File: config.mk
export PLATFORM = sky130hd
export DESIGN_NAME = classifier_vote_smoother_core
export DESIGN_NICKNAME = d
export VERILOG_FILES = /design/src/rtl/core/cvs_pkg.sv /design/src/rtl/core/cvs_ctrl.sv /design/src/rtl/core/cvs_datapath.sv /design/src/rtl/core/classifier_vote_smoother_core.sv
export VERILOG_INCLUDE_DIRS = /design/src /design/src/rtl/core
export SDC_FILE = /design/constraint.sdc
export NUM_CORES = 1
export LEC_CHECK = 0
export ABC_AREA = 0
export BUFFER_PORTS_ARGS = -buffer_cell sky130_fd_sc_hd__buf_2
export CAP_MARGIN = 10
export CORE_MARGIN = 8
export CORE_UTILIZATION = 35
export DETAILED_ROUTE_END_ITERATION = 8
export GPL_TIMING_DRIVEN = 0
export PLACE_DENSITY_LB_ADDON = 0.2
export SLEW_MARGIN = 30
export SYNTH_ARGS = -nofsm -noshare
export SYNTH_HDL_FRONTEND = slang
export SYNTH_SLANG_ARGS = --single-unit
File: constraint.sdc
create_clock -name clk -period 4.57 [get_ports clk]
set_input_delay 0.457 -clock clk [delete_from_list [all_inputs] [get_ports clk]]
set_output_delay 0.457 -clock clk [all_outputs]
set_load 0.005 [all_outputs]
File: src/rtl/core/classifier_vote_smoother_core_macros.svh
// Assertion macros for the vote smoother core.
`ifndef CLASSIFIER_VOTE_SMOOTHER_CORE_MACROS_SVH
`define CLASSIFIER_VOTE_SMOOTHER_CORE_MACROS_SVH

// Same-cycle implication.
`define CVS_ASSERT_IMPLY(label, clk, rst, ante, cons) \
  label: assert property (@(posedge clk) disable iff (rst) (ante) |-> (cons)) \
    else $error("vote smoother check failed");

// Next-cycle implication.
`define CVS_ASSERT_NEXT(label, clk, rst, ante, cons) \
  label: assert property (@(posedge clk) disable iff (rst) (ante) |=> (cons)) \
    else $error("vote smoother check failed");

`endif

File: src/rtl/core/cvs_pkg.sv
package cvs_pkg;

  localparam int THR_W = 3;
  localparam int CFG_IDX_W = 2;

  typedef logic [CFG_IDX_W-1:0] cfg_idx_t;

  localparam cfg_idx_t CFG_CONF_MIN = 2'd0;
  localparam cfg_idx_t CFG_MARG_MIN = 2'd1;
  localparam cfg_idx_t CFG_VOTE_THR = 2'd2;

  localparam int CONF_MIN_RESET = 39322;
  localparam int MARG_MIN_RESET = 9830;
  localparam logic [THR_W-1:0] VOTE_THR_RESET = 3'd3;
  localparam logic [7:0] UNKNOWN_CLASS = 8'd255;

  typedef enum logic [3:0] {
    ST_IDLE   = 4'b0001,
    ST_DECIDE = 4'b0010,
    ST_SCAN   = 4'b0100,
    ST_LOAD   = 4'b1000
  } state_t;

  typedef struct packed {
    logic run_step;
    logic decide;
    logic scan_step;
    logic load;
  } cmd_t;

  typedef struct packed {
    logic out_pending;
    logic known;
    logic scan_done;
  } sts_t;

endpackage

File: src/rtl/core/cvs_ctrl.sv
module cvs_ctrl (
  input  logic         clk,
  input  logic         rst,
  input  logic         in_valid,
  input  logic         run_last,
  output logic         in_stall,
  input  cvs_pkg::sts_t sts,
  output cvs_pkg::cmd_t cmd
);
  import cvs_pkg::*;

  state_t state;
  state_t state_next;
  logic   xfer;

  always_comb begin
    state_next = state;
    cmd = '0;
    in_stall = 1'b1;
    xfer = 1'b0;
    case (state)
      ST_IDLE: begin
        in_stall = run_last && sts.out_pending;
        xfer = in_valid && !in_stall;
        cmd.run_step = xfer;
        if (xfer && run_last) begin
          state_next = ST_DECIDE;
        end
      end
      ST_DECIDE: begin
        cmd.decide = 1'b1;
        state_next = sts.known ? ST_SCAN : ST_LOAD;
      end
      ST_SCAN: begin
        cmd.scan_step = 1'b1;
        if (sts.scan_done) begin
          state_next = ST_LOAD;
        end
      end
      ST_LOAD: begin
        cmd.load = 1'b1;
        state_next = ST_IDLE;
      end
      default: begin
        state_next = ST_IDLE;
      end
    endcase
  end

  always_ff @(posedge clk) begin
    if (rst) begin
      state <= ST_IDLE;
    end else begin
      state <= state_next;
    end
  end

endmodule

File: src/rtl/core/cvs_datapath.sv
module cvs_datapath #(
  parameter int NUM_CLASSES = 8,
  parameter int VOTE_WINDOW = 5,
  parameter int PROB_BITS   = 16
) (
  input  logic                     clk,
  input  logic                     rst,
  input  logic                     cfg_we,
  input  cvs_pkg::cfg_idx_t        cfg_index,
  input  logic [PROB_BITS-1:0]     cfg_data,
  input  logic [PROB_BITS-1:0]     probability,
  input  logic signed [7:0]        raw_class,
  input  cvs_pkg::cmd_t            cmd,
  output cvs_pkg::sts_t            sts,
  output logic                     out_valid,
  input  logic                     out_stall,
  output logic [7:0]               smoothed_class,
  output logic [PROB_BITS-1:0]     confidence,
  output logic [PROB_BITS-1:0]     top_margin,
  output logic                     unknown_flag
);
  import cvs_pkg::*;

  localparam int CLS_W  = $clog2(NUM_CLASSES);
  localparam int EL_W   = $clog2(NUM_CLASSES + 1);
  localparam int IDX_W  = (VOTE_WINDOW > 1) ? $clog2(VOTE_WINDOW) : 1;
  localparam int FILL_W = $clog2(VOTE_WINDOW + 1);
  localparam int CMP_W  = (FILL_W > THR_W) ? FILL_W : THR_W;

  logic [PROB_BITS-1:0] conf_min;
  logic [PROB_BITS-1:0] marg_min;
  logic [THR_W-1:0]     vote_thr;

  logic [PROB_BITS-1:0] best_prob;
  logic [PROB_BITS-1:0] second_prob;
  logic [PROB_BITS-1:0] captured_conf;
  logic [EL_W-1:0]      element_index;
  logic [CLS_W-1:0]     raw_cls;
  logic                 in_range;

  logic [CLS_W-1:0]     ring [VOTE_WINDOW];
  logic [FILL_W-1:0]    fill;
  logic [IDX_W-1:0]     pos;
  logic [IDX_W-1:0]     scan_idx;
  logic                 found;
  logic [CLS_W-1:0]     best_cls;
  logic                 known;
  logic [7:0]           held_class;
  logic [7:0]           held_next;
  logic [PROB_BITS-1:0] conf_r;
  logic [PROB_BITS-1:0] margin_r;

  logic [7:0]           raw_u;
  logic                 item_in_range;
  logic                 active;
  logic [PROB_BITS-1:0] dec_conf;
  logic [PROB_BITS-1:0] dec_margin;
  logic                 dec_known;
  logic [CLS_W-1:0]     cand;
  logic [FILL_W-1:0]    vote_cnt;
  logic                 hit;

  assign raw_u = unsigned'(raw_class);
  assign item_in_range = !raw_class[7] && (raw_u < 8'(NUM_CLASSES));
  assign active = element_index != EL_W'(NUM_CLASSES);

  assign dec_conf = in_range ? captured_conf : '0;
  assign dec_margin = (element_index >= EL_W'(2)) ? best_prob - second_prob : '0;
  assign dec_known = in_range && !(dec_conf < conf_min) && !(dec_margin < marg_min);

  assign cand = ring[scan_idx];

  always_comb begin
    vote_cnt = '0;
    for (int j = 0; j < VOTE_WINDOW; j++) begin
      if ((FILL_W'(j) < fill) && (ring[j] == cand)) begin
        vote_cnt = vote_cnt + FILL_W'(1);
      end
    end
  end

  assign hit = CMP_W'(vote_cnt) >= CMP_W'(vote_thr);
  assign held_next = (known && found) ? 8'(best_cls) : held_class;

  assign sts.out_pending = out_valid;
  assign sts.known = dec_known;
  assign sts.scan_done = FILL_W'(scan_idx) == (fill - FILL_W'(1));

  always_ff @(posedge clk) begin
    if (rst) begin
      conf_min <= PROB_BITS'(CONF_MIN_RESET);
      marg_min <= PROB_BITS'(MARG_MIN_RESET);
      vote_thr <= VOTE_THR_RESET;
    end else if (cfg_we) begin
      case (cfg_index)
        CFG_CONF_MIN: conf_min <= cfg_data;
        CFG_MARG_MIN: marg_min <= cfg_data;
        CFG_VOTE_THR: vote_thr <= cfg_data[THR_W-1:0];
        default: ;
      endcase
    end
  end

  always_ff @(posedge clk) begin
    if (rst) begin
      best_prob <= '0;
      second_prob <= '0;
      captured_conf <= '0;
      element_index <= '0;
    end else if (cmd.decide) begin
      best_prob <= '0;
      second_prob <= '0;
      captured_conf <= '0;
      element_index <= '0;
    end else if (cmd.run_step && active) begin
      if (element_index == '0) begin
        best_prob <= probability;
      end else if (probability > best_prob) begin
        second_prob <= best_prob;
        best_prob <= probability;
      end else if ((element_index == EL_W'(1)) || (probability > second_prob)) begin
        second_prob <= probability;
      end
      if (item_in_range && (raw_u == 8'(element_index))) begin
        captured_conf <= probability;
      end
      element_index <= element_index + EL_W'(1);
    end
  end

  always_ff @(posedge clk) begin
    if (cmd.run_step) begin
      raw_cls <= raw_u[CLS_W-1:0];
      in_range <= item_in_range;
    end
  end

  always_ff @(posedge clk) begin
    if (cmd.decide && dec_known) begin
      ring[pos] <= raw_cls;
    end
  end

  always_ff @(posedge clk) begin
    if (rst) begin
      fill <= '0;
      pos <= '0;
      held_class <= UNKNOWN_CLASS;
      known <= 1'b0;
      found <= 1'b0;
      out_valid <= 1'b0;
    end else begin
      if (cmd.decide) begin
        known <= dec_known;
        if (dec_known) begin
          pos <= (pos == IDX_W'(VOTE_WINDOW - 1)) ? '0 : pos + IDX_W'(1);
          if (fill != FILL_W'(VOTE_WINDOW)) begin
            fill <= fill + FILL_W'(1);
          end
          found <= vote_thr == '0;
        end
      end
      if (cmd.scan_step && hit && (!found || (cand < best_cls))) begin
        found <= 1'b1;
      end
      if (cmd.load) begin
        held_class <= held_next;
        out_valid <= 1'b1;
      end else if (out_valid && !out_stall) begin
        out_valid <= 1'b0;
      end
    end
  end

  always_ff @(posedge clk) begin
    if (cmd.decide) begin
      conf_r <= dec_conf;
      margin_r <= dec_margin;
      scan_idx <= '0;
      best_cls <= '0;
    end
    if (cmd.scan_step) begin
      scan_idx <= scan_idx + IDX_W'(1);
      if (hit && (!found || (cand < best_cls))) begin
        best_cls <= cand;
      end
    end
    if (cmd.load) begin
      smoothed_class <= held_next;
      confidence <= conf_r;
      top_margin <= margin_r;
      unknown_flag <= !known;
    end
  end

endmodule

File: src/rtl/core/classifier_vote_smoother_core.sv
// Classifier vote smoother. Feed one class probability per transfer, class 0
// first, with the raw predicted class and run_last on the final transfer.
// Items that do not end a run are taken while the controller is idle. A
// run-ending item leads to a decide state, then, if the prediction is accepted,
// to a scan state where the vote scans the ring of recent classes one entry per
// cycle, and then to load; a prediction rejected as unknown skips the scan. One
// result comes out per run and waits in an output register; items of the next
// run are taken meanwhile, but its last item stalls until that result has been
// taken. Configuration writes are always ready and take effect at once.
module classifier_vote_smoother_core #(
  parameter int NUM_CLASSES = 8,
  parameter int VOTE_WINDOW = 5,
  parameter int PROB_BITS   = 16
) (
  input  logic                 clk,
  input  logic                 rst,
  input  logic                 cfg_valid,
  output logic                 cfg_ready,
  input  cvs_pkg::cfg_idx_t    cfg_index,
  input  logic [PROB_BITS-1:0] cfg_data,
  input  logic                 in_valid,
  output logic                 in_stall,
  input  logic [PROB_BITS-1:0] probability,
  input  logic signed [7:0]    raw_class,
  input  logic                 run_last,
  output logic                 out_valid,
  input  logic                 out_stall,
  output logic [7:0]           smoothed_class,
  output logic [PROB_BITS-1:0] confidence,
  output logic [PROB_BITS-1:0] top_margin,
  output logic                 unknown_flag
);
  import cvs_pkg::*;

  `include "classifier_vote_smoother_core_macros.svh"

  cmd_t cmd;
  sts_t sts;

  assign cfg_ready = 1'b1;

  cvs_ctrl u_ctrl (
    .clk      (clk),
    .rst      (rst),
    .in_valid (in_valid),
    .run_last (run_last),
    .in_stall (in_stall),
    .sts      (sts),
    .cmd      (cmd)
  );

  cvs_datapath #(
    .NUM_CLASSES (NUM_CLASSES),
    .VOTE_WINDOW (VOTE_WINDOW),
    .PROB_BITS   (PROB_BITS)
  ) u_datapath (
    .clk            (clk),
    .rst            (rst),
    .cfg_we         (cfg_valid && cfg_ready),
    .cfg_index      (cfg_index),
    .cfg_data       (cfg_data),
    .probability    (probability),
    .raw_class      (raw_class),
    .cmd            (cmd),
    .sts            (sts),
    .out_valid      (out_valid),
    .out_stall      (out_stall),
    .smoothed_class (smoothed_class),
    .confidence     (confidence),
    .top_margin     (top_margin),
    .unknown_flag   (unknown_flag)
  );

  `CVS_ASSERT_IMPLY(a_end_waits_for_out, clk, rst, in_valid && run_last && out_valid, in_stall)
  `CVS_ASSERT_NEXT(a_busy_after_end, clk, rst, in_valid && !in_stall && run_last, in_stall)
  `CVS_ASSERT_IMPLY(a_load_while_busy, clk, rst, cmd.load, in_stall && !out_valid)

endmodule

==> flow_summary.yaml, run 1 <==
routing:
  drtAntennaViolNets: 0
  post_drt_via_cell_ratio: 4.90
  post_drt_wl_per_cell_um: 16.3
  drtIter0Drc: 371
  wl_um: 26200
  drcViolationCount: 0
  detail_route.first_pass.iterations: 5
  routed-via-count: 7888
critical_path:
  worst_setup_sp_type: "flip-flop"
  crit_path_end_kind: "flip-flop"
  path_max_fanout: 6
  series_of_cell_instances_along_the_critical_path: "buf_6, mux4_2, mux2i_4, xor2_1, o21ai_1, or3_4, inv_4, ha_4, xnor2_2, ha_1, mux2_4, ha_4, mux2_4, ha_4, a21o_1, a21oi_2, a211oi_2, buf_4, nor3_2, nor4_1"
  critical_path.n_buffers_inverters: 3
  crit_path_frequent_cell: "ha_4"
  worst-endpoint-required_ps: 5000
  critPathArrivalTime_ps: 4900
  timing.setup.critical_path_class: "reg2reg"
  path_delay_family: "multiplexers"
  slowest_cell_on_crit_path: "mux4_2"
  max_stage_delay_ps: 520
final_layout:
  drive_above_1_share_pct: 18.5
  layout.filler_cells: 3000
  fin_cells: 1610
  commonest_non_fill_non_tap_cell_in_the_layout: "dfxtp_1"
  final_core_util_pct: 43.1
  most-common-layout-cells: "110 x dfxtp_1, 104 x edfxtp_1, 98 x nand2_1, 92 x nor2_1, 92 x buf_2"
  final_net_count: 1340
  layout_overhead_on_the_synthesized_area_pct: 20.9
die:
  start_util_pct: 35.6
  placement_rows: 64
  die_width_um: 193
  fp.coreArea_mm2: 0.0307
  die_y_um: 193
  ioPinCount: 92
  die-area_mm2: 0.0372
synth:
  syn_nets: 1198
  synth.lib_cells_used.distinct: 72
  mappedNetlistArea_mm2: 0.0110
  synthCells: 1053
  register_bit_count_reported_by_yosys: 218
  synthFlopType: "dfxtp_1"
  seq_area_frac_synth_pct: 49.3
  synthesis.yosys.warnings: 0
  ys_async_sr_fraction_pct: 0
  syn-mean-instance-area_um2: 10.4
  synth-edff-count: 104
sta:
  finalWorstPathRequiredPeriod_ps: 4470
  tightest_slew_ps: 767
  max_freq_mhz: 224
  normalized_max_slew_margin_pct: 48.4
  drv_slew: 0
  rsz0062_at_grt: "yes"
  timing.final.setup_violations: 0
  final.period_utilization_pct: 97.8
  fin_worst_skew_ps: 9.66
  finalHoldViolations: 0
clock_network:
  cts_tree: "built"
  worst_setup_hold_path_clk_slew_ps: 60
  clock-sinks: 218
  cts.htree.levels: 1
  hold_buffer_count_at_cts: 0
  insertion_delay_ps: 510
  tritoncts.num_buffers: 25
  clock_tree.root_cell: "clkbuf_16"
  cts_buffer_depth: 3
hold_path:
  hold_path_startpoint: "raw_class[2]"
  timing.hold.worst.class: "in2reg"
power:
  power.leakage_nw: 5.11
  intPower_mw: 4.23
  seq_power_share_pct: 37.6
  power.switching_fraction_pct: 32.4
  clock_power_share_pct: 30.1
  ir_drop_uv: 236
  power.combinational.fraction_pct: 32.3
  powerDensity_mw_per_mm2: 472
  p_sw_mw: 2.03
grt:
  grt_pass1_wl_um: 41400
  globalRoute.totalOverflow: 0
  gr-usage-all-layers_pct: 14.0
  antenna_violations_before_repair: 0
  grt_start_max_net_pins: 39
  grt_pass1_vias: 7674
placed_design:
  placed_cells_incl_taps: 1540
  final_replace_weighted_congestion: 0.826
  half_perimeter_wire_length_of_the_detailed_placement_result_um: 20600
  port_buffers: 90
job:
  drv.max_cap_violation_count: 0
run_status:
  status: "complete, no violations"
[state kept, by name, summed over array words and instances, names as in the netlist, 8 cells and up, named ones only]
| register | flops |
|---|---|
| u_datapath.ring | 24 |
| u_datapath.best_prob | 16 |
| u_datapath.captured_conf | 16 |
| u_datapath.conf_min | 16 |
| u_datapath.conf_r | 16 |
| u_datapath.confidence | 16 |
| u_datapath.marg_min | 16 |
| u_datapath.margin_r | 16 |
| u_datapath.second_prob | 16 |
| u_datapath.top_margin | 16 |
| u_datapath.held_class | 8 |
| u_datapath.smoothed_class | 8 |
[power by group through the flow]
stage	clock (mW)	combinational (mW)	sequential [mW]
3_5_place_dp	0	1.80	2.39
5_1_grt	2.02	2.26	2.38
2_1_floorplan	0	1.37	2.34
3_3_place_gp	0	1.77	2.39
4_1_cts	1.94	1.88	2.35
6_report	1.88	2.02	2.36
[kinds of logic after synthesis]
kind of cell,share of synthesized area [%]
xor gates and xnor gates,3.43
other,0.0342
AOI/OAI and AO/OA,11.7
adders and majority gates,11.1
and+or+nand+nor,14.3
muxes,5.57
buffers and inverters,4.44
DFF,49.3
[synth_stat cells, types with 3 or more instances]
cell / n / area share, %
a21o_1: 19 / 1.3
nand3_1: 7 / 0.32
mux2i_1: 37 / 3.4
nor4b_1: 3 / 0.24
or3_1: 5 / 0.29
inv_1: 84 / 2.9
nor3_1: 33 / 1.5
a211o_1: 19 / 1.5
and4_1: 3 / 0.24
o21ai_1: 4 / 0.18
o21ai_0: 30 / 1.4
edfxtp_1: 104 / 29
nand2b_1: 8 / 0.46
a21oi_1: 67 / 3.1
and2_1: 24 / 1.4
nor3b_1: 3 / 0.21
nand2_1: 100 / 3.4
nand4_1: 10 / 0.57
o21a_1: 7 / 0.48
nor4_1: 3 / 0.17
a2111oi_0: 17 / 1.4
nand3b_1: 5 / 0.34
nor2b_1: 13 / 0.74
mux2i_4: 3 / 0.62
clkbuf_1: 34 / 1.2
dfxtp_1: 114 / 21
xnor2_1: 26 / 2.1
mux4_2: 6 / 1.2
ha_1: 96 / 11
a211oi_1: 6 / 0.41
nor2_1: 94 / 3.2
xor2_1: 15 / 1.2
[metal layers]
metal / up-vias / global-route usage, % / part of all wire, %
met5: - / 0 / 0
li1: 4023 / - / -
met4: 0 / 4.14 / 2.2
met2: 145 / 21.8 / 43
met1: 3676 / 19.5 / 49
met3: 44 / 2.52 / 5.6
[through the flow]
stage | total power [mW] | worst slack (ps) | TNS [ps] | area (um2) | hold WS, ps
after floorplan | 3.71 | 79.0 | 0 | 11000 | 400
after global placement | 4.16 | -1010 | -21190 | 11900 | 402
after detailed placement | 4.19 | -1070 | -22360 | 11900 | 405
after CTS | 6.18 | 9.41 | 0 | 12900 | 119
after global routing | 6.66 | -161 | -670 | 13200 | 130
final | 6.26 | 98.3 | 0 | 13300 | 152
[final timing paths]
check	slack [ps]	depth (start not counted)	to
setup / recovery	100	20	u_datapath.found
hold / removal	150	1	u_datapath.raw_cls[2]
setup reg to reg	100	20	u_datapath.found
hold reg to reg	420	0	u_datapath.top_margin[14]
[timing repair]
item,in CTS,in global routing
cloned,0,1
buffers inserted,12,11
pin swaps,8,30
resized for setup,27,45
endpoints found under the setup margin,33,36
[area by class of cell]
class,instances,area [um2],area share (%)
multi-input combinational,709,5390,40.7
clock buffer,35,693,5.23
tap,396,495,3.74
inverter,86,329,2.48
buffer,40,175,1.32
clock inverter,10,75.1,0.567
timing repair buffer,115,672,5.07
antenna,1,2.50,0.0189
sequential,218,5420,40.9
No activity file was read; power rests on OpenSTA's default activity.
==> run 2, diff against run 1 <==
ABC_AREA = 1   (was 0)
==> run 2 against run 1 <==
Register-to-register slack gained 220 ps; via count grew 8.1%; sequential cell count is the same; count of clock-buffer cells in the layout fell by 2; design area decreased by 2.2%; hold slack is essentially flat; core utilization fell by 1.9 points; critical path type unchanged.
==> flow_summary.yaml, run 2 <==
synth:
  synthCells: 1275
  yosysMostFrequentCell: "nand2_1"
  synth.lib_cells_used.distinct: 53
  synthesis.yosys.warnings: 0
  syn_nets: 1420
  synthTopCellsByCount: "228 x nand2_1, 174 x inv_1, 132 x nor2_1, 114 x dfxtp_1, 110 x o21ai_0"
  mappedNetlistArea_mm2: 0.0111
  syn-mean-instance-area_um2: 8.73
  ys_async_sr_fraction_pct: 0
  yosys.area.top_type_share_pct: 28.1
  synthFlopType: "dfxtp_1"
  seq_area_frac_synth_pct: 48.6
  yosysTopAreaCell: "edfxtp_1"
  synth.top_cells.by_area: "edfxtp_1 28%, dfxtp_1 21%, ha_1 11%"
  register_bit_count_reported_by_yosys: 218
  synth-edff-count: 104
critical_path:
  worst_setup_sp_type: "flip-flop"
  crit_path_frequent_cell: "nand2_1"
  max_stage_delay_ps: 330
  critical_path.n_buffers_inverters: 5
  slowest_cell_on_crit_path: "dfxtp_1"
  crit_path_end_kind: "flip-flop"
  path_delay_family: "simple AND/OR/NAND/NOR gates"
  worst-r2r-setup-slack_ps: 310
  critPathArrivalTime_ps: 4660
  timing.setup.critical_path_class: "reg2reg"
  path_max_fanout: 10
  worst-endpoint-required_ps: 4970
die:
  fp.coreArea_mm2: 0.0315
  ioPinCount: 92
  die_width_um: 194
  die_y_um: 194
  die-area_mm2: 0.0378
  placement_rows: 65
  start_util_pct: 35.4
routing:
  post_drt_via_cell_ratio: 4.68
  post_drt_wl_per_cell_um: 15.3
  drcViolationCount: 0
  wl_um: 27800
  detail_route.first_pass.iterations: 5
  drtAntennaViolNets: 0
  routed-via-count: 8528
  drtIter0Drc: 382
final_layout:
  drive_above_1_share_pct: 14.1
  final_net_count: 1545
  registers.top_by_ff_count: "u_datapath.ring"
  layout_overhead_on_the_synthesized_area_pct: 16.4
  layout.filler_cells: 3182
  num_antenna_cells: 0
  final_core_util_pct: 41.2
  fin_cells: 1821
  commonest_non_fill_non_tap_cell_in_the_layout: "nand2_1"
  largest_register_ff_count: 24
  most-common-layout-cells: "228 x nand2_1, 174 x inv_1, 129 x nor2_1, 113 x dfxtp_1, 110 x o21ai_0"
sta:
  final.period_utilization_pct: 93.1
  finalWorstPathRequiredPeriod_ps: 4260
  tightest_slew_ps: 756
  finalHoldViolations: 0
  drv_slew: 0
  max_freq_mhz: 235
  normalized_max_slew_margin_pct: 49.6
  timing.final.setup_violations: 0
  fin_worst_skew_ps: 25.9
power:
  powerDensity_mw_per_mm2: 468
  power.leakage_nw: 5.86
  fin_total_pwr_mw: 6.07
  ir_drop_uv: 226
placed_design:
  port_buffers: 90
  half_perimeter_wire_length_of_the_detailed_placement_result_um: 22300
  final_replace_weighted_congestion: 0.907
  placed_cells_incl_taps: 1774
clock_network:
  worst_setup_hold_path_clk_slew_ps: 60
  insertion_delay_ps: 520
  cts.htree.levels: 1
  cts_tree: "built"
  tritoncts.num_buffers: 25
  cts_buffer_depth: 3
  clock-sinks: 218
  clock_tree.root_cell: "clkbuf_16"
job:
  drv.max_cap_violation_count: 0
grt:
  gr-usage-all-layers_pct: 14.4
  globalRoute.totalOverflow: 0
  antenna_violations_before_repair: 0
  grt_pass1_vias: 8376
  grt_start_max_net_pins: 16
  grt_pass1_wl_um: 44000
run_status:
  status: "complete, no violations"
hold_path:
  timing.hold.worst.class: "in2reg"
run 2: changes by cell type in the layout (fill, tap and decap cells not counted), sizes merged, moves of 18 or more:
cell | previous run | this run
a211o | 19 | 0
a21o | 19 | 1
a21oi | 67 | 105
and2 | 24 | 3
inv | 86 | 181
mux2i | 40 | 0
nand2 | 101 | 242
nand3 | 7 | 44
nor2 | 94 | 137
nor3 | 33 | 15
o211ai | 2 | 23
o21ai | 35 | 121
run 2: metrics by stage:
step / worst slack, ps / hold slack [ps] / TNS (ps) / cell area (um2)
2_1_floorplan: 44.3 / 400 / 0 / 11100
3_3_place_gp: -1910 / 402 / -52860 / 12100
5_1_grt: -9.17 / 131 / -16.4 / 13000
3_5_place_dp: 45.1 / 405 / 0 / 12200
4_1_cts: 23.6 / 122 / 0 / 12900
6_report: 314 / 152 / 0 / 13000
run 2: area by class of cell:
type / instances / area, um2 / share of cell area [%]
sequential: 218 / 5410 / 41.7
multi-input combinational: 844 / 4900 / 37.8
clock buffer: 33 / 686 / 5.29
inverter: 181 / 681 / 5.25
timing repair buffer: 98 / 518 / 4.00
tap: 402 / 503 / 3.88
buffer: 32 / 164 / 1.26
clock inverter: 13 / 104 / 0.801
run 2: worst register-to-register path, cell delays in order (launching register included):
cell and delay, ps:
dfxtp_1 330, buf_6 140, buf_12 140, o21ai_2 70
o211ai_2 230, nand2_4 140, xor2_1 180, nor4_2 290
ha_1 320, inv_1 80, nand2_2 60, nand2_2 70
inv_1 40, ha_1 250, or2_1 240, and2_1 160
ha_1 290, nand2_1 70, nand2_1 60, ha_1 260
a21oi_1 180, nor2_1 60, o211ai_1 170, buf_4 170
nand2_1 50, nand2_1 50, nand2_1 50
run 2: timing repair:
action	4_1_cts	5_1_grt
gates resized for setup	0	5
hold buffers	0	0
setup endpoints to repair	0	10
buffers inserted	0	1
run 2: path summary, 6_finish.rpt:
kind | from | cells after the start | endpoint
worst min register to register | u_datapath.conf_r[14] | 0 | u_datapath.confidence[14]
worst min-delay path | raw_class[1] | 1 | u_datapath.raw_cls[1]
worst max-delay path | flip-flop | 26 | u_datapath.found
worst max register to register | flip-flop | 26 | u_datapath.found
run 2: cells by family (layout without fill, tap and decap cells):
| group | after synthesis | count (layout) | share of synthesized area, % |
|---|---|---|---|
| and+or+nand+nor | 462 | 462 | 18.1 |
| AOI/OAI and AO/OA | 262 | 262 | 13.0 |
| DFF | 218 | 218 | 48.6 |
| buffers and inverters | 213 | 357 | 7.59 |
| adders and majority gates | 97 | 97 | 11.0 |
| xor gates and xnor gates | 22 | 22 | 1.73 |
| other | 1 | 1 | 0.0337 |
run 2: routing by layer:
| metal | vias up | GRT usage (%) | share of wire, % |
|---|---|---|---|
| met2 | 137 | 23.5 | 44 |
| met4 | 0 | 4.21 | 2.4 |
| met1 | 3852 | 19.1 | 49 |
| li1 | 4501 | - | - |
| met5 | - | 0 | 0 |
| met3 | 38 | 2.85 | 4.5 |
run 2: power by group:
| group | switching, mW | internal, mW |
|---|---|---|
| registers | 0.0851 | 2.21 |
| logic | 1.24 | 0.638 |
| clock network | 0.782 | 1.11 |
| total | 2.11 | 3.96 |
==> run 3, diff against run 2 <==
CORE_UTILIZATION = 45   (was 35)
==> run 3 against run 2 <==
Total power shrank 1.8%; clock skew shrank 0.58 ps; non-clock buffer count is the same; critical path depth shrank 1; fmax shrank 0.85%; final cell count shrank 4.5%; highest routed layer unchanged.
==> flow_summary.yaml, run 3 (synthesized netlist as in run 2, its figures left out) <==
final_layout:
  commonest_non_fill_non_tap_cell_in_the_layout: "nand2_1"
  num_antenna_cells: 0
  most-common-layout-cells: "228 x nand2_1, 174 x inv_1, 132 x nor2_1, 113 x dfxtp_1, 110 x o21ai_0"
  largest_register_ff_count: 24
  fin_cells: 1739
  final_area_mm2: 0.0128
  final_core_util_pct: 52.7
  registers.top_by_ff_count: "u_datapath.ring"
  final_net_count: 1543
  drive_above_1_share_pct: 13.7
  layout_overhead_on_the_synthesized_area_pct: 15.2
routing:
  post_drt_wl_per_cell_um: 15.0
  drtIter0Drc: 446
  drcViolationCount: 0
  wl_um: 26100
  routed-via-count: 8600
  drtAntennaViolNets: 0
  detail_route.first_pass.iterations: 5
  post_drt_via_cell_ratio: 4.95
grt:
  gr-usage-all-layers_pct: 17.2
  global_route.usage.met2_pct: 27.7
  grt_util_met1_pct: 23.7
  globalRoute.totalOverflow: 0
  top_usage_layer: "met2"
  met3_usage_pct: 2.94
  grt_pass1_wl_um: 42600
  grt_start_max_net_pins: 16
  antenna_violations_before_repair: 0
  grt_pass1_vias: 8336
clock_network:
  clock_tree.root_cell: "clkbuf_16"
  tritoncts.num_buffers: 23
  worst_setup_hold_path_clk_slew_ps: 60
  insertion_delay_ps: 520
  cts_buffer_depth: 3
  cts_tree: "built"
  hold_buffer_count_at_cts: 0
  clock-sinks: 218
  cts.htree.levels: 1
critical_path:
  timing.setup.critical_path_class: "reg2reg"
  path_max_fanout: 10
  worst-endpoint-required_ps: 5000
  crit_path_end_kind: "flip-flop"
  worst_setup_sp_type: "flip-flop"
  critPathArrivalTime_ps: 4720
sta:
  tightest_slew_ps: 693
  normalized_max_slew_margin_pct: 53.8
  finalHoldViolations: 0
  fin_worst_skew_ps: 25.4
  max_freq_mhz: 233
  hold_slack_ps: 161
  final.period_utilization_pct: 93.9
  timing.final.setup_violations: 0
  drv_slew: 0
  finalWorstPathRequiredPeriod_ps: 4290
  worst_slack_ps: 277
  fin_tns_setup_ps: 0
run_status:
  status: "complete, no violations"
power:
  power.combinational.fraction_pct: 31.2
  ir_drop_uv: 247
  seq_power_share_pct: 38.4
  fin_total_pwr_mw: 5.96
  power.switching_fraction_pct: 34.4
  p_sw_mw: 2.05
  powerDensity_mw_per_mm2: 465
  power.leakage_nw: 5.85
  clock_power_share_pct: 30.3
  intPower_mw: 3.91
die:
  start_util_pct: 45.8
  fp.coreArea_mm2: 0.0243
  die-area_mm2: 0.0300
  placement_rows: 57
  die_y_um: 173
  die_width_um: 173
  ioPinCount: 92
placed_design:
  final_replace_weighted_congestion: 0.855
  placed_cells_incl_taps: 1696
  half_perimeter_wire_length_of_the_detailed_placement_result_um: 21000
  port_buffers: 90
  post_dp_cell_area_mm2: 0.0121
  placement.setup.worst_slack_ps: 66.4
hold_path:
  timing.hold.worst.class: "in2reg"
job:
  drv.max_cap_violation_count: 0
## run 3: power by group through the flow
stage / combinational [mW] / sequential (mW) / clock (mW)
final: 1.86 / 2.29 / 1.81
after detailed placement: 1.85 / 2.33 / 0
after CTS: 1.86 / 2.29 / 1.84
after global placement: 1.81 / 2.33 / 0
after global routing: 2.15 / 2.30 / 1.92
after floorplan: 1.38 / 2.30 / 0
## run 3: worst max-delay path, stage by stage (launching register included)
cell,delay [ps]
dfxtp_1,330
buf_6,150
buf_12,140
o21ai_2,60
o211ai_2,260
nand2_4,140
xor2_1,170
nor4_2,310
ha_1,320
inv_1,80
nand2_2,60
nand2_2,60
inv_1,40
ha_1,250
or2_1,240
and2_1,160
ha_1,290
nand2_1,80
nand2_1,50
ha_1,280
a21oi_2,150
nor2_1,50
o211ai_1,220
buf_4,180
nand3_1,60
o21ai_0,70
## run 3: layout make-up
class / instances / area [um2]
timing repair buffer: 98 / 522
tap: 324 / 405
clock inverter: 9 / 48.8
fill: 2293 / 11500
sequential: 218 / 5410
buffer: 32 / 164
inverter: 181 / 681
multi-input combinational: 844 / 4900
clock buffer: 33 / 696
## run 3: final timing paths
path / slack [ps] / depth (start not counted) / endpoint / startpoint
max: 280 / 25 / u_datapath.best_cls[2] / flip-flop
min: 160 / 1 / u_datapath.raw_cls[1] / raw_class[1]
max reg2reg: 280 / 25 / u_datapath.best_cls[2] / flip-flop
min reg2reg: 420 / 0 / u_datapath.confidence[11] / u_datapath.conf_r[11]
## run 3: timing repair
item | CTS | global route
setup buffers | 0 | 1
resized for setup | 1 | 2
setup endpoints to repair | 1 | 4
pin swaps | 0 | 3
## run 3: layer usage
metal  part of all wire, %  vias up
met4                   2.0        0
li1                      -     4480
met3                   4.9       32
met2                    45      192
met1                    48     3896
met5                     0        -
